File: src/hw/rtl/assert_macros.svh
// Assertion macros shared by the RTL of the ordered unique set.
// Bodies are empty when SYNTHESIS is defined; no other dependencies.
`ifndef ASSERT_MACROS_SVH
`define ASSERT_MACROS_SVH
`ifndef SYNTHESIS
`define ASSERT_CLK(label, clk, rst_n, prop, msg) \
  label: assert property (@(posedge clk) disable iff (!(rst_n)) (prop)) else $error(msg);
`define ASSERT_NEVER(label, clk, rst_n, prop, msg) \
  label: assert property (@(posedge clk) disable iff (!(rst_n)) !(prop)) else $error(msg);
`else
`define ASSERT_CLK(label, clk, rst_n, prop, msg)
`define ASSERT_NEVER(label, clk, rst_n, prop, msg)
`endif
`endif

File: src/hw/rtl/ouis_pkg.sv
// Package for the ordered unique set: field widths, request and status codes.
// No dependencies.
package ouis_pkg;

  localparam int unsigned VALUE_W  = 32;
  localparam int unsigned STATUS_W = 3;
  localparam int unsigned COUNT_W  = 5;
  localparam int unsigned OUT_W    = 8;

  localparam logic REQ_ADD    = 1'b0;
  localparam logic REQ_REMOVE = 1'b1;

  localparam logic [STATUS_W-1:0] ST_ADDED    = 3'd0;
  localparam logic [STATUS_W-1:0] ST_PRESENT  = 3'd1;
  localparam logic [STATUS_W-1:0] ST_REMOVED  = 3'd2;
  localparam logic [STATUS_W-1:0] ST_NOTFOUND = 3'd3;
  localparam logic [STATUS_W-1:0] ST_FULL     = 3'd4;

endpackage

File: src/hw/rtl/ouis_store.sv
// Entry memory of the ordered unique set with registered read and key compare.
// Depends on ouis_pkg.
module ouis_store import ouis_pkg::*; #(
  parameter int unsigned DEPTH = 16,
  parameter int unsigned AW    = 4
) (
  input  logic               clk_i,
  input  logic               we_i,
  input  logic [AW-1:0]      waddr_i,
  input  logic [VALUE_W-1:0] wdata_i,
  input  logic [AW-1:0]      raddr_i,
  input  logic [VALUE_W-1:0] key_i,
  output logic [VALUE_W-1:0] rdata_o,
  output logic               match_o
);

  logic [VALUE_W-1:0] mem_q [DEPTH];
  logic [VALUE_W-1:0] rdata_q;

  always_ff @(posedge clk_i) begin
    if (we_i) begin
      mem_q[waddr_i] <= wdata_i;
    end
    rdata_q <= mem_q[raddr_i];
  end

  assign rdata_o = rdata_q;
  assign match_o = (rdata_q == key_i);

endmodule

File: src/hw/rtl/ordered_unique_int_set.sv
// Top level of the ordered unique set: handshake, sequencer and result register.
// Depends on ouis_pkg, ouis_store and assert_macros.svh.
//
// channel   dir  tdata                                tuser
// s_axis    in   [31:0] value                         [0] req_type
// m_axis    out  [2:0] status, [7:3] count            -
//
// A request scans the stored entries in order, up to CAPACITY of them, through one
// memory read port and one comparator; a remove then shifts each later entry down
// by one. Reset empties the set at once. s_axis_tready_o is low while a request is
// in work, and a finished result waits in the output register until m_axis_tready_i
// is high.
`include "assert_macros.svh"
module ordered_unique_int_set import ouis_pkg::*; #(
  parameter int unsigned CAPACITY = 16
) (
  input  logic               clk_i,
  input  logic               rst_ni,
  input  logic               s_axis_tvalid_i,
  output logic               s_axis_tready_o,
  input  logic [VALUE_W-1:0] s_axis_tdata_i,  // [31:0] value
  input  logic               s_axis_tuser_i,  // [0] req_type
  output logic               m_axis_tvalid_o,
  input  logic               m_axis_tready_i,
  output logic [OUT_W-1:0]   m_axis_tdata_o   // [2:0] status, [7:3] count
);

  localparam int unsigned AW = (CAPACITY > 1) ? $clog2(CAPACITY) : 1;
  localparam int unsigned CW = $clog2(CAPACITY + 1);
  localparam int unsigned EW = CW + COUNT_W;

  localparam logic [1:0] S_IDLE   = 2'd0;
  localparam logic [1:0] S_SCAN   = 2'd1;
  localparam logic [1:0] S_SHIFT  = 2'd2;
  localparam logic [1:0] S_FINISH = 2'd3;

  logic [1:0]          state_q, state_d;
  logic [CW-1:0]       idx_q, idx_d;
  logic [CW-1:0]       count_q, count_d;
  logic [STATUS_W-1:0] status_q, status_d;
  logic                out_valid_q, out_valid_d;
  logic [OUT_W-1:0]    out_data_q, out_data_d;
  logic                kind_q;
  logic [VALUE_W-1:0]  key_q;

  logic                accept;
  logic                we;
  logic [AW-1:0]       waddr, raddr;
  logic [VALUE_W-1:0]  wdata, rdata;
  logic                match;
  logic [CW:0]         idx_inc, idx_inc2, count_ext;
  logic [EW-1:0]       cnt_wide;

  assign s_axis_tready_o = (state_q == S_IDLE);
  assign accept          = s_axis_tvalid_i && s_axis_tready_o;
  assign idx_inc         = {1'b0, idx_q} + (CW+1)'(1);
  assign idx_inc2        = {1'b0, idx_q} + (CW+1)'(2);
  assign count_ext       = {1'b0, count_q};
  assign cnt_wide        = EW'(count_q);

  ouis_store #(
    .DEPTH (CAPACITY),
    .AW    (AW)
  ) u_store (
    .clk_i   (clk_i),
    .we_i    (we),
    .waddr_i (waddr),
    .wdata_i (wdata),
    .raddr_i (raddr),
    .key_i   (key_q),
    .rdata_o (rdata),
    .match_o (match)
  );

  always_comb begin
    state_d     = state_q;
    idx_d       = idx_q;
    count_d     = count_q;
    status_d    = status_q;
    out_valid_d = out_valid_q && !m_axis_tready_i;
    out_data_d  = out_data_q;
    we          = 1'b0;
    waddr       = idx_q[AW-1:0];
    wdata       = rdata;
    raddr       = '0;
    case (state_q)
      S_IDLE: begin
        if (s_axis_tvalid_i) begin
          idx_d = '0;
          if (count_q == '0) begin
            state_d = S_FINISH;
            if (s_axis_tuser_i == REQ_ADD) begin
              we       = 1'b1;
              waddr    = '0;
              wdata    = s_axis_tdata_i;
              count_d  = CW'(1);
              status_d = ST_ADDED;
            end else begin
              status_d = ST_NOTFOUND;
            end
          end else begin
            state_d = S_SCAN;
          end
        end
      end
      S_SCAN: begin
        if (match) begin
          if (kind_q == REQ_ADD) begin
            status_d = ST_PRESENT;
            state_d  = S_FINISH;
          end else if (idx_inc < count_ext) begin
            raddr   = idx_inc[AW-1:0];
            state_d = S_SHIFT;
          end else begin
            count_d  = count_q - CW'(1);
            status_d = ST_REMOVED;
            state_d  = S_FINISH;
          end
        end else if (idx_inc < count_ext) begin
          raddr = idx_inc[AW-1:0];
          idx_d = idx_inc[CW-1:0];
        end else begin
          state_d = S_FINISH;
          if (kind_q == REQ_REMOVE) begin
            status_d = ST_NOTFOUND;
          end else if (count_ext >= (CW+1)'(CAPACITY)) begin
            status_d = ST_FULL;
          end else begin
            we       = 1'b1;
            waddr    = count_q[AW-1:0];
            wdata    = key_q;
            count_d  = count_q + CW'(1);
            status_d = ST_ADDED;
          end
        end
      end
      S_SHIFT: begin
        we = 1'b1;
        if (idx_inc2 < count_ext) begin
          raddr = idx_inc2[AW-1:0];
          idx_d = idx_inc[CW-1:0];
        end else begin
          count_d  = count_q - CW'(1);
          status_d = ST_REMOVED;
          state_d  = S_FINISH;
        end
      end
      S_FINISH: begin
        if (!out_valid_q || m_axis_tready_i) begin
          out_valid_d = 1'b1;
          out_data_d  = {cnt_wide[COUNT_W-1:0], status_q};
          state_d     = S_IDLE;
        end
      end
      default: begin
        state_d = S_IDLE;
      end
    endcase
  end

  always_ff @(posedge clk_i or negedge rst_ni) begin
    if (!rst_ni) begin
      state_q     <= S_IDLE;
      idx_q       <= '0;
      count_q     <= '0;
      status_q    <= ST_ADDED;
      out_valid_q <= 1'b0;
    end else begin
      state_q     <= state_d;
      idx_q       <= idx_d;
      count_q     <= count_d;
      status_q    <= status_d;
      out_valid_q <= out_valid_d;
    end
  end

  always_ff @(posedge clk_i) begin
    if (accept) begin
      kind_q <= s_axis_tuser_i;
      key_q  <= s_axis_tdata_i;
    end
    out_data_q <= out_data_d;
  end

  assign m_axis_tvalid_o = out_valid_q;
  assign m_axis_tdata_o  = out_data_q;

  `ASSERT_CLK(a_count_bound, clk_i, rst_ni, count_ext <= (CW+1)'(CAPACITY), "count above capacity")
  `ASSERT_CLK(a_shift_range, clk_i, rst_ni, (state_q == S_SHIFT) |-> (idx_inc < count_ext), "shift past end")
  `ASSERT_CLK(a_busy_after_beat, clk_i, rst_ni, accept |=> !s_axis_tready_o, "ready right after beat")
  `ASSERT_CLK(a_count_change, clk_i, rst_ni, (count_q != $past(count_q)) |-> ($past(state_q) != S_FINISH), "count moved while finishing")

endmodule
File: config.mk
export PLATFORM = sky130hd
export DESIGN_NAME = ordered_unique_int_set
export DESIGN_NICKNAME = d
export VERILOG_FILES = /design/src/hw/rtl/ouis_pkg.sv /design/src/hw/rtl/ouis_store.sv /design/src/hw/rtl/ordered_unique_int_set.sv
export VERILOG_INCLUDE_DIRS = /design/src /design/src/hw/rtl
export SDC_FILE = /design/constraint.sdc
export NUM_CORES = 1
export LEC_CHECK = 0
export BUFFER_PORTS_ARGS = -buffer_cell sky130_fd_sc_hd__clkbuf_2
export CAP_MARGIN = 20
export CELL_PAD_IN_SITES_DETAIL_PLACEMENT = 1
export CELL_PAD_IN_SITES_GLOBAL_PLACEMENT = 2
export CORE_ASPECT_RATIO = 1.25
export CORE_MARGIN = 5
export CORE_UTILIZATION = 49
export CTS_CLUSTER_SIZE = 12
export DETAILED_ROUTE_END_ITERATION = 8
export GPL_TIMING_DRIVEN = 0
export PLACE_DENSITY = 0.85
export SLEW_MARGIN = 20
export SYNTH_ARGS = -nofsm -noshare
export SYNTH_HDL_FRONTEND = slang
export SYNTH_HIERARCHICAL = 1
export SYNTH_SLANG_ARGS = --single-unit
File: constraint.sdc
create_clock -name clk_i -period 6.4 [get_ports clk_i]
set_clock_uncertainty 0.05 [all_clocks]
set_input_delay 1.28 -clock clk_i [delete_from_list [all_inputs] [get_ports clk_i]]
set_output_delay 1.28 -clock clk_i [all_outputs]
set_load 0.005 [all_outputs]
Word level (Yosys, flattened, before mapping)
Memories as Yosys holds them, arrays and structs flattened. A register that Yosys moved wholly into a read port is not among the register bits.
Cells that the tools add are included.

word-level totals
  output and inout bits = 10
  bits of input ports = 37
  memories = 1
  logic and storage cells = 116
  RAM bits = 512
  register bits = 57

memory list
  memory         words  bits a word  rd ports  clocked after memory_dff  wr ports  RTL line          source
  u_store.mem_q  16     32           1         1                         1         ouis_store.sv:17  logic [VALUE_W-1:0] mem_q [DEPTH];

operators by class
  equality and inequality tests = 18
  mux-type cells = 69
  order comparisons = 3
  reduce and logical (&&, ||, !) cells = 13
  add/subtract/negate cells = 4

operators with widths
  operator                                                   count
  2-to-1 mux 32 bit                                          7
  2-to-1 mux 5 bit                                           14
  one-hot mux 32 bit (2 select lines)                        1
  2-to-1 mux 4 bit                                           11
  == test 32 bit                                             1
  one-hot mux 5 bit (3 select lines)                         2
  2-to-1 mux 3 bit                                           9
  != test 2 bit (second input constant)                      8
  one-hot mux 4 bit (2 select lines)                         2
  != test 3 bit (second input constant)                      5
  2-to-1 mux 2 bit                                           7
  2-to-1 mux 1 bit                                           13
  less-than comparator 6 x 5 -> 1 bit                        2
  one-hot mux 3 bit (3 select lines)                         1
  AND reduction 9 bit                                        1
  one-hot mux 2 bit (4 select lines)                         1
  adder 5 x 1 -> 6 bit (second input constant)               1
  adder 5 x 2 -> 6 bit (second input constant)               1
  AND reduction 6 bit                                        1
  adder 5 x 1 -> 5 bit (second input constant)               1
  greater-or-equal comparator 5 bit (second input constant)  1
  logical NOT 5 bit                                          1
  AND reduction 5 bit                                        1
  subtractor 5 x 1 -> 5 bit (second input constant)          1
  other kinds (11)                                           14

Longest topological paths before layout
Gate-level depths: netlist of run 1.

  depth in word-level cells = 8
  gate-level depth with buffers = 14
  mapped depth without buffers = 12

Modules after synthesis
Netlist of run 1, hierarchy kept.

modules (own cells, without submodules)
  module                  cells an instance  times used  seq. area each (µm²)  area each (µm²)
  ouis_store              881                1           16015.4               20181.9
  ordered_unique_int_set  373                1           1631.6                4001.3

Least setup slack after synthesis of run 1
OpenSTA, ideal clock, no wires.

  kind = register to register
  start point = reg idx_q[2]
  end point = mem u_store.mem_q[0][0] (enable)
  setup time = 461 ps
  path slack = 680 ps
  required time = 5889 ps
  clock period less this slack = 5720 ps
  stages on the path, launching flop included = 14
  arrival = 5209 ps
  path buffers = 2
  cells stage by stage = dfrtp_1 > ha_1 > nand2_1 > xnor2_1 > ha_1 > a21oi_1 > o21ai_1 > o21ba_1 > buf_2 > buf_2 > nor3_1 > a221o_1 > or3b_2 > nor3_1

between the ends
  elaborated cells on any way between the ends = 15
  those cells by class = add/sub (1); order compare (1); mux (13)

RTL lines
  item                                                                     RTL line                                                      source
  start, declared                                                          ordered_unique_int_set.sv:38                                  logic [CW-1:0] idx_q, idx_d;
  start signal, assigned                                                   ordered_unique_int_set.sv:170                                 idx_q <= idx_d;
  adder 5 x 1 -> 6 bit or 2-to-1 mux 4 bit (tied branches)                 ordered_unique_int_set.sv:56, ordered_unique_int_set.sv:126
  less-than comparator 6 x 5 -> 1 bit or 2-to-1 mux 4 bit (tied branches)  ordered_unique_int_set.sv:119, ordered_unique_int_set.sv:124
  2-to-1 mux 4 bit                                                         ordered_unique_int_set.sv:119                                 end else if (idx_inc < count_ext) begin
  2-to-1 mux 4 bit                                                         ordered_unique_int_set.sv:107                                 if (match) begin
  one-hot mux 4 bit (2 select lines) (*)                                   ordered_unique_int_set.sv:86                                  case (state_q)
  named net waddr[2]                                                       ordered_unique_int_set.sv:48                                  logic [AW-1:0] waddr, raddr;
  end, declared                                                            ouis_store.sv:17

The timed path passes the listed nets; every way through them passes the cells marked *.

Final worst setup path of run 1
  start point = reg idx_q[1]
  end point = mem u_store.mem_q[8][26] (enable)

between the ends
  elaborated cells on any way between the ends = 15
  those cells by class = add/sub (1); order compare (1); mux (13)

RTL lines
  item                                 RTL line                       source
  adder 5 x 1 -> 6 bit                 ordered_unique_int_set.sv:56   assign idx_inc = {1'b0, idx_q} + (CW+1)'(1);
  less-than comparator 6 x 5 -> 1 bit  ordered_unique_int_set.sv:119
  2-to-1 mux 4 bit                     ordered_unique_int_set.sv:119
  2-to-1 mux 4 bit                     ordered_unique_int_set.sv:107
  one-hot mux 4 bit (2 select lines)   ordered_unique_int_set.sv:86
  named net waddr[2]                   ordered_unique_int_set.sv:48

The timed path passes the listed nets, and every way through them passes these cells.

==> flow_summary.yaml, run 1 <==
drt:
  drtIter0Drc: 1529
  post_drt_wl_per_cell_um: 31.3
  drc_errors: 0
  ant_nets: 0
  vias: 13300
  wl_mm: 65.8
  firstDrtPassIters: 5
  viasPerCell: 6.33
critical_path:
  path_cells: "ha_1, nand2_1, xnor2_1, ha_1, a21oi_1, o21ai_1, o21ba_1, buf_2, buf_2, nor3_1, a221o_1, nand3b_1, nor3_2, buf_4, buf_4"
  cp.required_ns: 6.65
  endpoint_kind: "register"
  slowest_stage: "nor3_2"
  path_delay_family: "buffers and inverters"
  cp.arrival_ns: 5.49
  cp_slowest_stage_delay_ns: 0.70
  path_class: "register to register"
  start_kind: "register"
  path_buf_inv: 4
  critPathMaxFanout: 10
layout:
  layout_commonest_cell: "edfxtp_1"
  fill_cells: 4284
  multi_input_area_mm2: 0.00644
  instances_no_fill: 2103
  post-route-util_pct: 57.0
  area_delta_synth_final_pct: 15.7
  final_cell_mix: "edfxtp_1 (553), mux4_2 (128), nand2_1 (76)"
  nets: 1459
  drive_gt1_share_pct: 25.4
  seqCellArea_mm2: 0.0176
place:
  portBuffers: 46
  place.detailed.hpwl_mm: 44.0
  gp_congestion: 0.830
  dp_cells: 1992
clock_network:
  h-tree-depth: 2
  clk_latency_ns: 0.61
  clk_pin_slew_worst_paths_ns: 0.06
  cts_setup_buffers: 0
  ctsLongestPathBuffers: 3
  cts_sinks: 601
  numCtsBuffers: 59
  cts_tree: "done"
  ctsHoldBuffers: 0
  root_buffer: "clkbuf_16"
  ctsResizeCount: 0
synthesis:
  ys_ff_latch: 601
  synth-xor-area-share_pct: 1.41
  synth-adder-area-share_pct: 0.931
  netlist_area_mm2: 0.0242
  muxShareOfSynthArea_pct: 15.2
  syn-num-nets: 1309
  yosysSeqAreaShare_pct: 73.0
  syn_inst: 1254
  ys.flop_type: "edfxtp_1"
  async_reset_ff_share_pct: 2.66
  synth.avg_cell_area_um2: 19.3
  synth_compound_area_share_pct: 4.78
  synth_enable_flop_cells: 553
  synth_top_family_by_area: "multiplexers"
  yosys.area_share.simple_pct: 3.10
  yosysWarnings: 6
  netlist-cell-type-count: 57
timing:
  grt_setup_unrepaired: "no"
  max_slew_margin_pct: 24.2
  max_freq_ghz: 0.191
  timing.final.hold_violations: 0
  fin_crit_ns: 5.24
  slew_viol_final: 0
  tightest_slew_ns: 1.14
  setup_viol: 0
  period_share_pct: 81.9
floorplanning:
  io_pins: 47
  start_util_pct: 49.3
  die_y_um: 258
  die_w_um: 209
  core.rowCount: 91
  core_region_area_mm2: 0.0491
  dieArea_mm2: 0.0539
pwr:
  p_per_area_mw_per_mm2: 551
  p_leak_nw: 9.22
  vdd.ir_drop.worst_uv: 267
job:
  max_cap_viol_count: 0
global_route:
  gr-total-overflow: 0
  grt_max_degree: 21
  first_global_vias: 14300
  grt_pass1_wl_mm: 96.6
  antenna_found_initial: 1
  track_usage_pct: 24.2
run_status:
  status: "complete, no violations"
hold_path:
  hold_path.class: "register to register"
[worst paths after layout]
kind | from | endpoint | slack, ns | cells after the start
worst min-delay path | status_q[0] | m_axis_tdata_o[0] | 0.40 | 0
max in group asynchronous | rst_ni | count_q[1] | 5.40 | 1
worst max register to register | idx_q[1] | u_store/mem_q[8][26] | 1.16 | 15
worst min register to register | status_q[0] | m_axis_tdata_o[0] | 0.40 | 0
worst max-delay path | idx_q[1] | u_store/mem_q[8][26] | 1.16 | 15
min in group asynchronous | rst_ni | count_q[4] | 0.56 | 1
[power by group]
part / leakage, nW / switching (mW) / internal, mW
registers: 5.48 / 0.283 / 6.06
clock network: 0.816 / 1.43 / 1.75
logic: 2.92 / 3.82 / 2.06
[sequential cells by signal (all words and copies together) (netlist names)]
name / cells
m_axis_tdata_o: 8
u_store/rdata_o: 32
state_q: 2
key_q: 32
count_q: 5
kind_q: 1
m_axis_tvalid_o: 1
idx_q: 5
u_store/mem_q: 512
status_q: 3
[metrics by stage]
step | TNS (ns) | total power, mW | hold slack, ns | area (um^2) | setup WS, ns
after floorplan | 0 | 10.0 | 0.371 | 24200 | 0.680
after global placement | -480.30 | 11.5 | 0.383 | 25200 | -2.70
after detailed placement | 0 | 12.0 | 0.393 | 26100 | 1.24
after CTS | 0 | 15.2 | 0.403 | 27800 | 1.21
after global routing | 0 | 16.0 | 0.411 | 28000 | 0.960
final | 0 | 15.4 | 0.395 | 28000 | 1.16
[cell type report]
cell class	instances	area share, %
Buffer	69	1.15
Tap cell	651	2.91
Timing Repair Buffer	89	3.46
Clock inverter	10	0.197
Antenna cell	1	0.00895
Inverter	18	0.242
Multi-Input combinational cell	566	23.0
Clock buffer	98	5.91
Sequential cell	601	63.1
[routing by layer]
metal	GRT usage (%)	vias to the layer above	part of all wire, %
li1	-	5461	-
met1	31.6	7077	38
met2	42.1	644	52
met3	3.78	133	7.4
met4	8.05	0	3.2
met5	0	-	0
[kinds of logic (layout without fill, tap and decap cells)]
logic type      Yosys count  in the layout
compound gates          146            146
xor+xnor                 39             39
fa+ha+maj                18             18
buf+inv                  87            284
flops                   601            601
mux                     206            206
other cells               0              1
simple gates            157            157
[cells in the mapped netlist, types with 15 or more instances]
master,instances,area share [%]
edfxtp_1,553,69
mux4_2,128,12
nand2_1,76,1.2
mux2i_1,74,3.1
a22oi_1,67,2.1
o221ai_1,34,1.2
xor2_1,34,1.2
dfxtp_1,32,2.6
clkbuf_1,30,0.47
nor2_1,24,0.37
ha_1,18,0.93
dfrtp_1,16,1.7
buf_2,15,0.31
Note: power is estimated with default switching activity, not from simulation.
==> inputs of run 2 (changes only) <==
--- a/config.mk
+++ b/config.mk
@@ -12,11 +12,11 @@
 export CELL_PAD_IN_SITES_GLOBAL_PLACEMENT = 2
 export CORE_ASPECT_RATIO = 1.25
 export CORE_MARGIN = 5
-export CORE_UTILIZATION = 49
+export CORE_UTILIZATION = 44
 export CTS_CLUSTER_SIZE = 12
 export DETAILED_ROUTE_END_ITERATION = 8
 export GPL_TIMING_DRIVEN = 0
-export PLACE_DENSITY = 0.85
+export PLACE_DENSITY = 0.81
 export SLEW_MARGIN = 20
 export SYNTH_ARGS = -nofsm -noshare
 export SYNTH_HDL_FRONTEND = slang
==> constraint.sdc (replaced) <==
create_clock -name clk_i -period 4.75 [get_ports clk_i]
set_clock_uncertainty 0.05 [all_clocks]
set_input_delay 0.95 -clock clk_i [delete_from_list [all_inputs] [get_ports clk_i]]
set_output_delay 0.95 -clock clk_i [all_outputs]
set_load 0.005 [all_outputs]
==> run 2 against run 1 <==
Effect of this change: global-route usage down 1.7 points; sequential cell count is the same; via count hardly changed; routed wire length grew 1.8%; critical endpoint is now u_store/mem_q[12][7]; highest routed layer is now met5.
==> flow_summary.yaml, run 2 (synthesis results as in run 1) <==
run_status:
  status: "complete, no violations"
critical_path:
  crit_cells: 14
  critPathMaxFanout: 11
  path_cells: "xor2_1, nor4_1, nand4_1, nor2_4, inv_2, nand3_1, o21ba_1, clkbuf_4, buf_4, nor3_1, a221o_1, nand3_1, nor3_4, buf_8"
  path_delay_family: "simple AND/OR/NAND/NOR gates"
  start_kind: "register"
  r2r_cells: 14
  path_common_cell: "nand3_1"
  path_buf_inv: 4
  path_class: "register to register"
  slowest_stage: "nor3_4"
  cp.required_ns: 5.00
  endpoint_kind: "register"
  cp.arrival_ns: 4.88
  cp_slowest_stage_delay_ns: 0.66
pwr:
  clockPowerShare_pct: 21.0
  p_leak_nw: 9.40
  p_per_area_mw_per_mm2: 739
  comb_power_share_pct: 38.3
  switching_share_pct: 35.8
  intPower_mw: 13.5
  power.switching_mw: 7.52
  vdd.ir_drop.worst_uv: 347
  p_seq_share_pct: 40.7
place:
  placed_cell_area_mm2: 0.0261
  portBuffers: 46
  place.detailed.hpwl_mm: 44.4
  gp_congestion: 0.817
clock_network:
  clk_latency_ns: 0.63
  cts_sinks: 601
  clk_pin_slew_worst_paths_ns: 0.06
  root_buffer: "clkbuf_16"
  ctsHoldBuffers: 0
  numCtsBuffers: 59
  cts_tree: "done"
  ctsLongestPathBuffers: 3
  h-tree-depth: 2
timing:
  period_share_pct: 97.3
  fin_tns_setup_ns: 0
  slew_viol_final: 0
  setup_viol: 0
  worst_hold_slack_ns: 0.215
  fin_crit_ns: 4.62
  tightest_slew_ns: 1.09
  timing.final.hold_violations: 0
  max_slew_margin_pct: 27.3
  max_freq_ghz: 0.216
floorplanning:
  die_w_um: 220
  io_pins: 47
  core.rowCount: 96
  dieArea_mm2: 0.0598
  start_util_pct: 44.2
  core_region_area_mm2: 0.0547
  die_y_um: 272
hold_path:
  hold_path.class: "primary input to asynchronous set/reset pin"
layout:
  largest_register_ff_count: 512
  max_flop_register: "u_store/mem_q"
  drive_gt1_share_pct: 27.4
  seqCellArea_mm2: 0.0176
  post-route-util_pct: 52.1
  final_cell_mix: "edfxtp_1 (553), mux4_2 (128), nand2_1 (76)"
  nets: 1472
  fill_cells: 4958
  multi_input_area_mm2: 0.00646
  design_area_mm2: 0.0285
  diodes: 0
  area_delta_synth_final_pct: 17.7
  layout_commonest_cell: "edfxtp_1"
drt:
  post_drt_wl_per_cell_um: 30.4
  viasPerCell: 6.05
  firstDrtPassIters: 5
  drc_errors: 0
  vias: 13300
  drtIter0Drc: 1458
  ant_nets: 0
  wl_mm: 67.0
global_route:
  antenna_found_initial: 2
  first_global_vias: 14300
  grt_max_degree: 22
  gr-total-overflow: 0
  grt_pass1_wl_mm: 97.5
  track_usage_pct: 22.5
job:
  max_cap_viol_count: 0
[run 2: cell count changes in the layout (fill, tap and decap cells not counted), sizes merged]
cell           delta
buf               +2
clkdlybuf4s15     +3
diode             -1
clkinvlp          -1
clkbuf            +8
clkinv            +2
bufinv            +1
[run 2: per-stage QoR]
| step | total power, mW | setup WS [ns] | cells |
|---|---|---|---|
| 5_1_grt | 21.9 | -0.00640 | 2201 |
| 2_1_floorplan | 13.5 | -0.0986 | 1254 |
| 3_3_place_gp | 15.6 | -2.39 | 2035 |
| 6_report | 21.0 | 0.127 | 2201 |
| 3_5_place_dp | 16.3 | -0.411 | 2068 |
| 4_1_cts | 20.8 | 0.00456 | 2198 |
[run 2: final timing paths]
path	slack [ns]	start	to
worst max-delay path	0.13	key_q[23]	u_store/mem_q[12][7]
worst min-delay path	0.22	rst_ni	idx_q[2]
worst max register to register	0.13	key_q[23]	u_store/mem_q[12][7]
worst min register to register	0.40	status_q[0]	m_axis_tdata_o[0]
max in group asynchronous	4.09	rst_ni	status_q[1]
min in group clk_i	0.40	status_q[0]	m_axis_tdata_o[0]
[run 2: per-layer routing]
layer / GRT usage (%) / up-vias / share of wire (%) / wire length (um)
met2: 37.9 / 636 / 50 / 33800
met3: 4.26 / 140 / 7.5 / 5020
li1: - / 5495 / - / -
met4: 8.16 / 4 / 3.9 / 2590
met5: 0 / - / 0.033 / 22
met1: 29.5 / 7032 / 38 / 25500
[run 2: power by group through the flow]
stage / sequential (mW) / clock [mW] / combinational (mW)
floorplan: 8.52 / 0 / 4.96
global placement: 8.66 / 0 / 6.95
detailed placement: 8.69 / 0 / 7.59
CTS: 8.59 / 4.47 / 7.72
global route: 8.61 / 4.75 / 8.54
finish: 8.55 / 4.41 / 8.05
[run 2: repair_timing]
| item | in CTS | in global routing |
|---|---|---|
| gates resized for setup | 17 | 21 |
| endpoints found under the setup margin | 514 | 536 |
| pin swaps | 15 | 0 |
| setup buffers | 20 | 0 |
[run 2: area by class of cell]
type | count | area share, %
Timing Repair Buffer | 102 | 4.14
Clock inverter | 12 | 0.440
Multi-Input combinational cell | 566 | 22.7
Tap cell | 735 | 3.23
Clock buffer | 98 | 5.88
Inverter | 18 | 0.237
Sequential cell | 601 | 62.0
Buffer | 69 | 1.33
==> inputs of run 3 (changes only) <==
--- a/config.mk
+++ b/config.mk
@@ -6,17 +6,19 @@
 export SDC_FILE = /design/constraint.sdc
 export NUM_CORES = 1
 export LEC_CHECK = 0
+export ABC_AREA = 1
 export BUFFER_PORTS_ARGS = -buffer_cell sky130_fd_sc_hd__clkbuf_2
 export CAP_MARGIN = 20
 export CELL_PAD_IN_SITES_DETAIL_PLACEMENT = 1
 export CELL_PAD_IN_SITES_GLOBAL_PLACEMENT = 2
 export CORE_ASPECT_RATIO = 1.25
 export CORE_MARGIN = 5
-export CORE_UTILIZATION = 44
+export CORE_UTILIZATION = 39
 export CTS_CLUSTER_SIZE = 12
 export DETAILED_ROUTE_END_ITERATION = 8
 export GPL_TIMING_DRIVEN = 0
 export PLACE_DENSITY = 0.81
+export REMOVE_ABC_BUFFERS = 1
 export SLEW_MARGIN = 20
 export SYNTH_ARGS = -nofsm -noshare
 export SYNTH_HDL_FRONTEND = slang
==> run 3 against run 2 <==
Effect of this change: worst setup slack better by 0.017 ns; die area up 23%; routed wire length is 25% higher; clock power grew 0.9%; critical path depth up 5; global-route usage shrank 0.45 points; sequential cell count unchanged; final area up 9.4%; utilization shrank 6.2 points; fmax up 0.37%; critical path type unchanged.
==> flow_summary.yaml, run 3 <==
run_status:
  status: "complete, no violations"
place:
  portBuffers: 46
  placed_cell_area_mm2: 0.0287
  gp_congestion: 0.768
  dp_cells: 3135
  place.detailed.hpwl_mm: 47.8
  place_ws_ns: -1.11
critical_path:
  path_delay_family: "simple AND/OR/NAND/NOR gates"
  start_kind: "register"
  path_common_cell: "buf_16"
  path_buf_inv: 5
  r2r_setup_slack_ns: 0.14
  critPathMaxFanout: 36
  endpoint_kind: "register"
  rr_startpoint: "idx_q[1]"
  cp.arrival_ns: 4.89
  cp_slowest_stage_delay_ns: 0.47
  cp.required_ns: 5.04
  slowest_stage: "dfrtp_1"
  r2r-end: "u_store/mem_q[3][25]"
  path_class: "register to register"
  path_cells: "ha_1, xor2_1, a21oi_1, inv_1, ha_1, nand2_1, nor2_1, nand2_2, nand3_4, buf_12, nand2_8, o21ai_0, a21oi_1, nor2_1, nand2_1, nor2_4, buf_16, buf_16, buf_16"
  r2r_cells: 19
timing:
  max_slew_margin_pct: 21.5
  fin_tns_setup_ns: 0
  worst_hold_slack_ns: 0.213
  grt_setup_unrepaired: "no"
  fin_crit_ns: 4.61
  slew_viol_final: 0
  max_freq_ghz: 0.217
  setup_viol: 0
  setup_ws_ns: 0.144
  tightest_slew_ns: 1.17
  period_share_pct: 97.0
  timing.final.hold_violations: 0
layout:
  largest_register_ff_count: 512
  nets: 2421
  area_delta_synth_final_pct: 17.1
  layout_commonest_cell: "edfxtp_1"
  diodes: 0
  max_flop_register: "u_store/mem_q"
  drive_gt1_share_pct: 14.3
  post-route-util_pct: 45.9
  fill_cells: 6961
  seqCellArea_mm2: 0.0176
  design_area_mm2: 0.0311
  instances_no_fill: 3283
  final_cell_mix: "edfxtp_1 (553), nand2_1 (362), inv_1 (333)"
  multi_input_area_mm2: 0.00692
floorplanning:
  io_pins: 47
  die_y_um: 302
  start_util_pct: 39.2
  die_w_um: 244
  core.rowCount: 107
  dieArea_mm2: 0.0735
  core_region_area_mm2: 0.0679
clock_network:
  root_buffer: "clkbuf_16"
  cts_tree: "done"
  ctsLongestPathBuffers: 3
  clk_latency_ns: 0.63
  cts_sinks: 601
  numCtsBuffers: 60
  h-tree-depth: 2
  clk_pin_slew_worst_paths_ns: 0.06
drt:
  ant_nets: 0
  drc_errors: 0
  viasPerCell: 5.68
  post_drt_wl_per_cell_um: 25.5
  firstDrtPassIters: 6
  drtIter0Drc: 1730
  vias: 18600
  wl_mm: 83.6
pwr:
  clockPowerShare_pct: 19.2
  vdd.ir_drop.worst_uv: 433
  switching_share_pct: 41.9
  report.power.total_mw: 23.2
  p_leak_nw: 11.5
  intPower_mw: 13.5
  power.switching_mw: 9.71
  p_per_area_mw_per_mm2: 745
  p_seq_share_pct: 36.2
  comb_power_share_pct: 44.6
synthesis:
  synth-adder-area-share_pct: 0.847
  yosys.area_share.simple_pct: 11.1
  synth_top_area_share_pct: 62.5
  netlist_area_mm2: 0.0266
  synth_area_leaders: "edfxtp_1 (62%), nand2_1 (5.2%), inv_1 (4.7%), o211ai_1 (3.9%), nand3_1 (3.9%)"
  ys.flop_type: "edfxtp_1"
  netlist-cell-type-count: 42
  synth.most_common_cell: "edfxtp_1"
  async_reset_ff_share_pct: 2.66
  synth.avg_cell_area_um2: 11.6
  yosysWarnings: 6
  ys_ff_latch: 601
  yosys.area.top_type: "edfxtp_1"
  synth_common_cells: "edfxtp_1 (553), nand2_1 (367), inv_1 (336)"
  synth-xor-area-share_pct: 0.296
  yosysSeqAreaShare_pct: 66.4
  muxShareOfSynthArea_pct: 0
  syn_inst: 2289
  synth_compound_area_share_pct: 12.9
  synth_enable_flop_cells: 553
  synth_top_family_by_area: "compound AO/OA/AOI/OAI gates"
global_route:
  gr-total-overflow: 0
  first_global_vias: 19600
  track_usage_pct: 22.1
  grt_pass1_wl_mm: 123
  grt_max_degree: 147
  antenna_found_initial: 0
job:
  max_cap_viol_count: 0
hold_path:
  hold_path.class: "primary input to asynchronous set/reset pin"
[run 3: area by class of cell]
type	instances	share of cell area (%)
inverter	343	4.31
multi-input combinational	1216	22.2
clock inverter	13	0.338
sequential	601	56.7
timing repair inverter	3	0.0844
timing repair buffer	141	7.43
clock buffer	94	5.43
tap	872	3.50
[run 3: per-layer routing]
metal	vias up	track usage (%)	routed length, um	part of all wire [%]
met5	-	0	0	0
met4	0	9.35	3380	4.0
met3	203	3.09	5320	6.4
met2	691	38.3	42000	50
met1	9579	27.8	32900	39
li1	8162	-	-	-
[run 3: power by group through the flow]
stage	clock [mW]	sequential (mW)	combinational, mW
global placement	0	8.47	6.52
detailed placement	0	8.50	9.42
finish	4.45	8.40	10.3
CTS	4.52	8.40	10.2
floorplan	0	8.36	5.11
global route	4.74	8.47	11.1
[run 3: worst max path at each step]
stage | cells after the start | from | to | slack (ns)
finish | 19 | idx_q[1] | u_store/mem_q[3][25] | 0.14
CTS | 18 | idx_q[2] | u_store/mem_q[3][22] | 0.03
global route | 17 | idx_q[2] | u_store/mem_q[10][22] | 0.03
detailed placement | 16 | idx_q[2] | u_store/mem_q[8][5] | -1.11
global placement | 11 | state_q[1] | u_store/rdata_o[31] | -21.06
floorplan | 17 | idx_q[1] | u_store/rdata_o[31] | -9.77
[run 3: logic make-up after synthesis]
family | after synthesis
AO/OA/AOI/OAI | 510
XOR/XNOR | 9
buffers and inverters | 474
adder cells (fa/ha/maj) | 18
AND/OR/NAND/NOR | 677
flip-flops | 601
[run 3: timing repair]
item | 4_1_cts | 5_1_grt
cloned | 7 | 0
gates resized for setup | 11 | 0
setup endpoints to repair | 1056 | 37
pin swaps | 14 | 4
hold buffers | 0 | 0
buffers inserted | 30 | 3
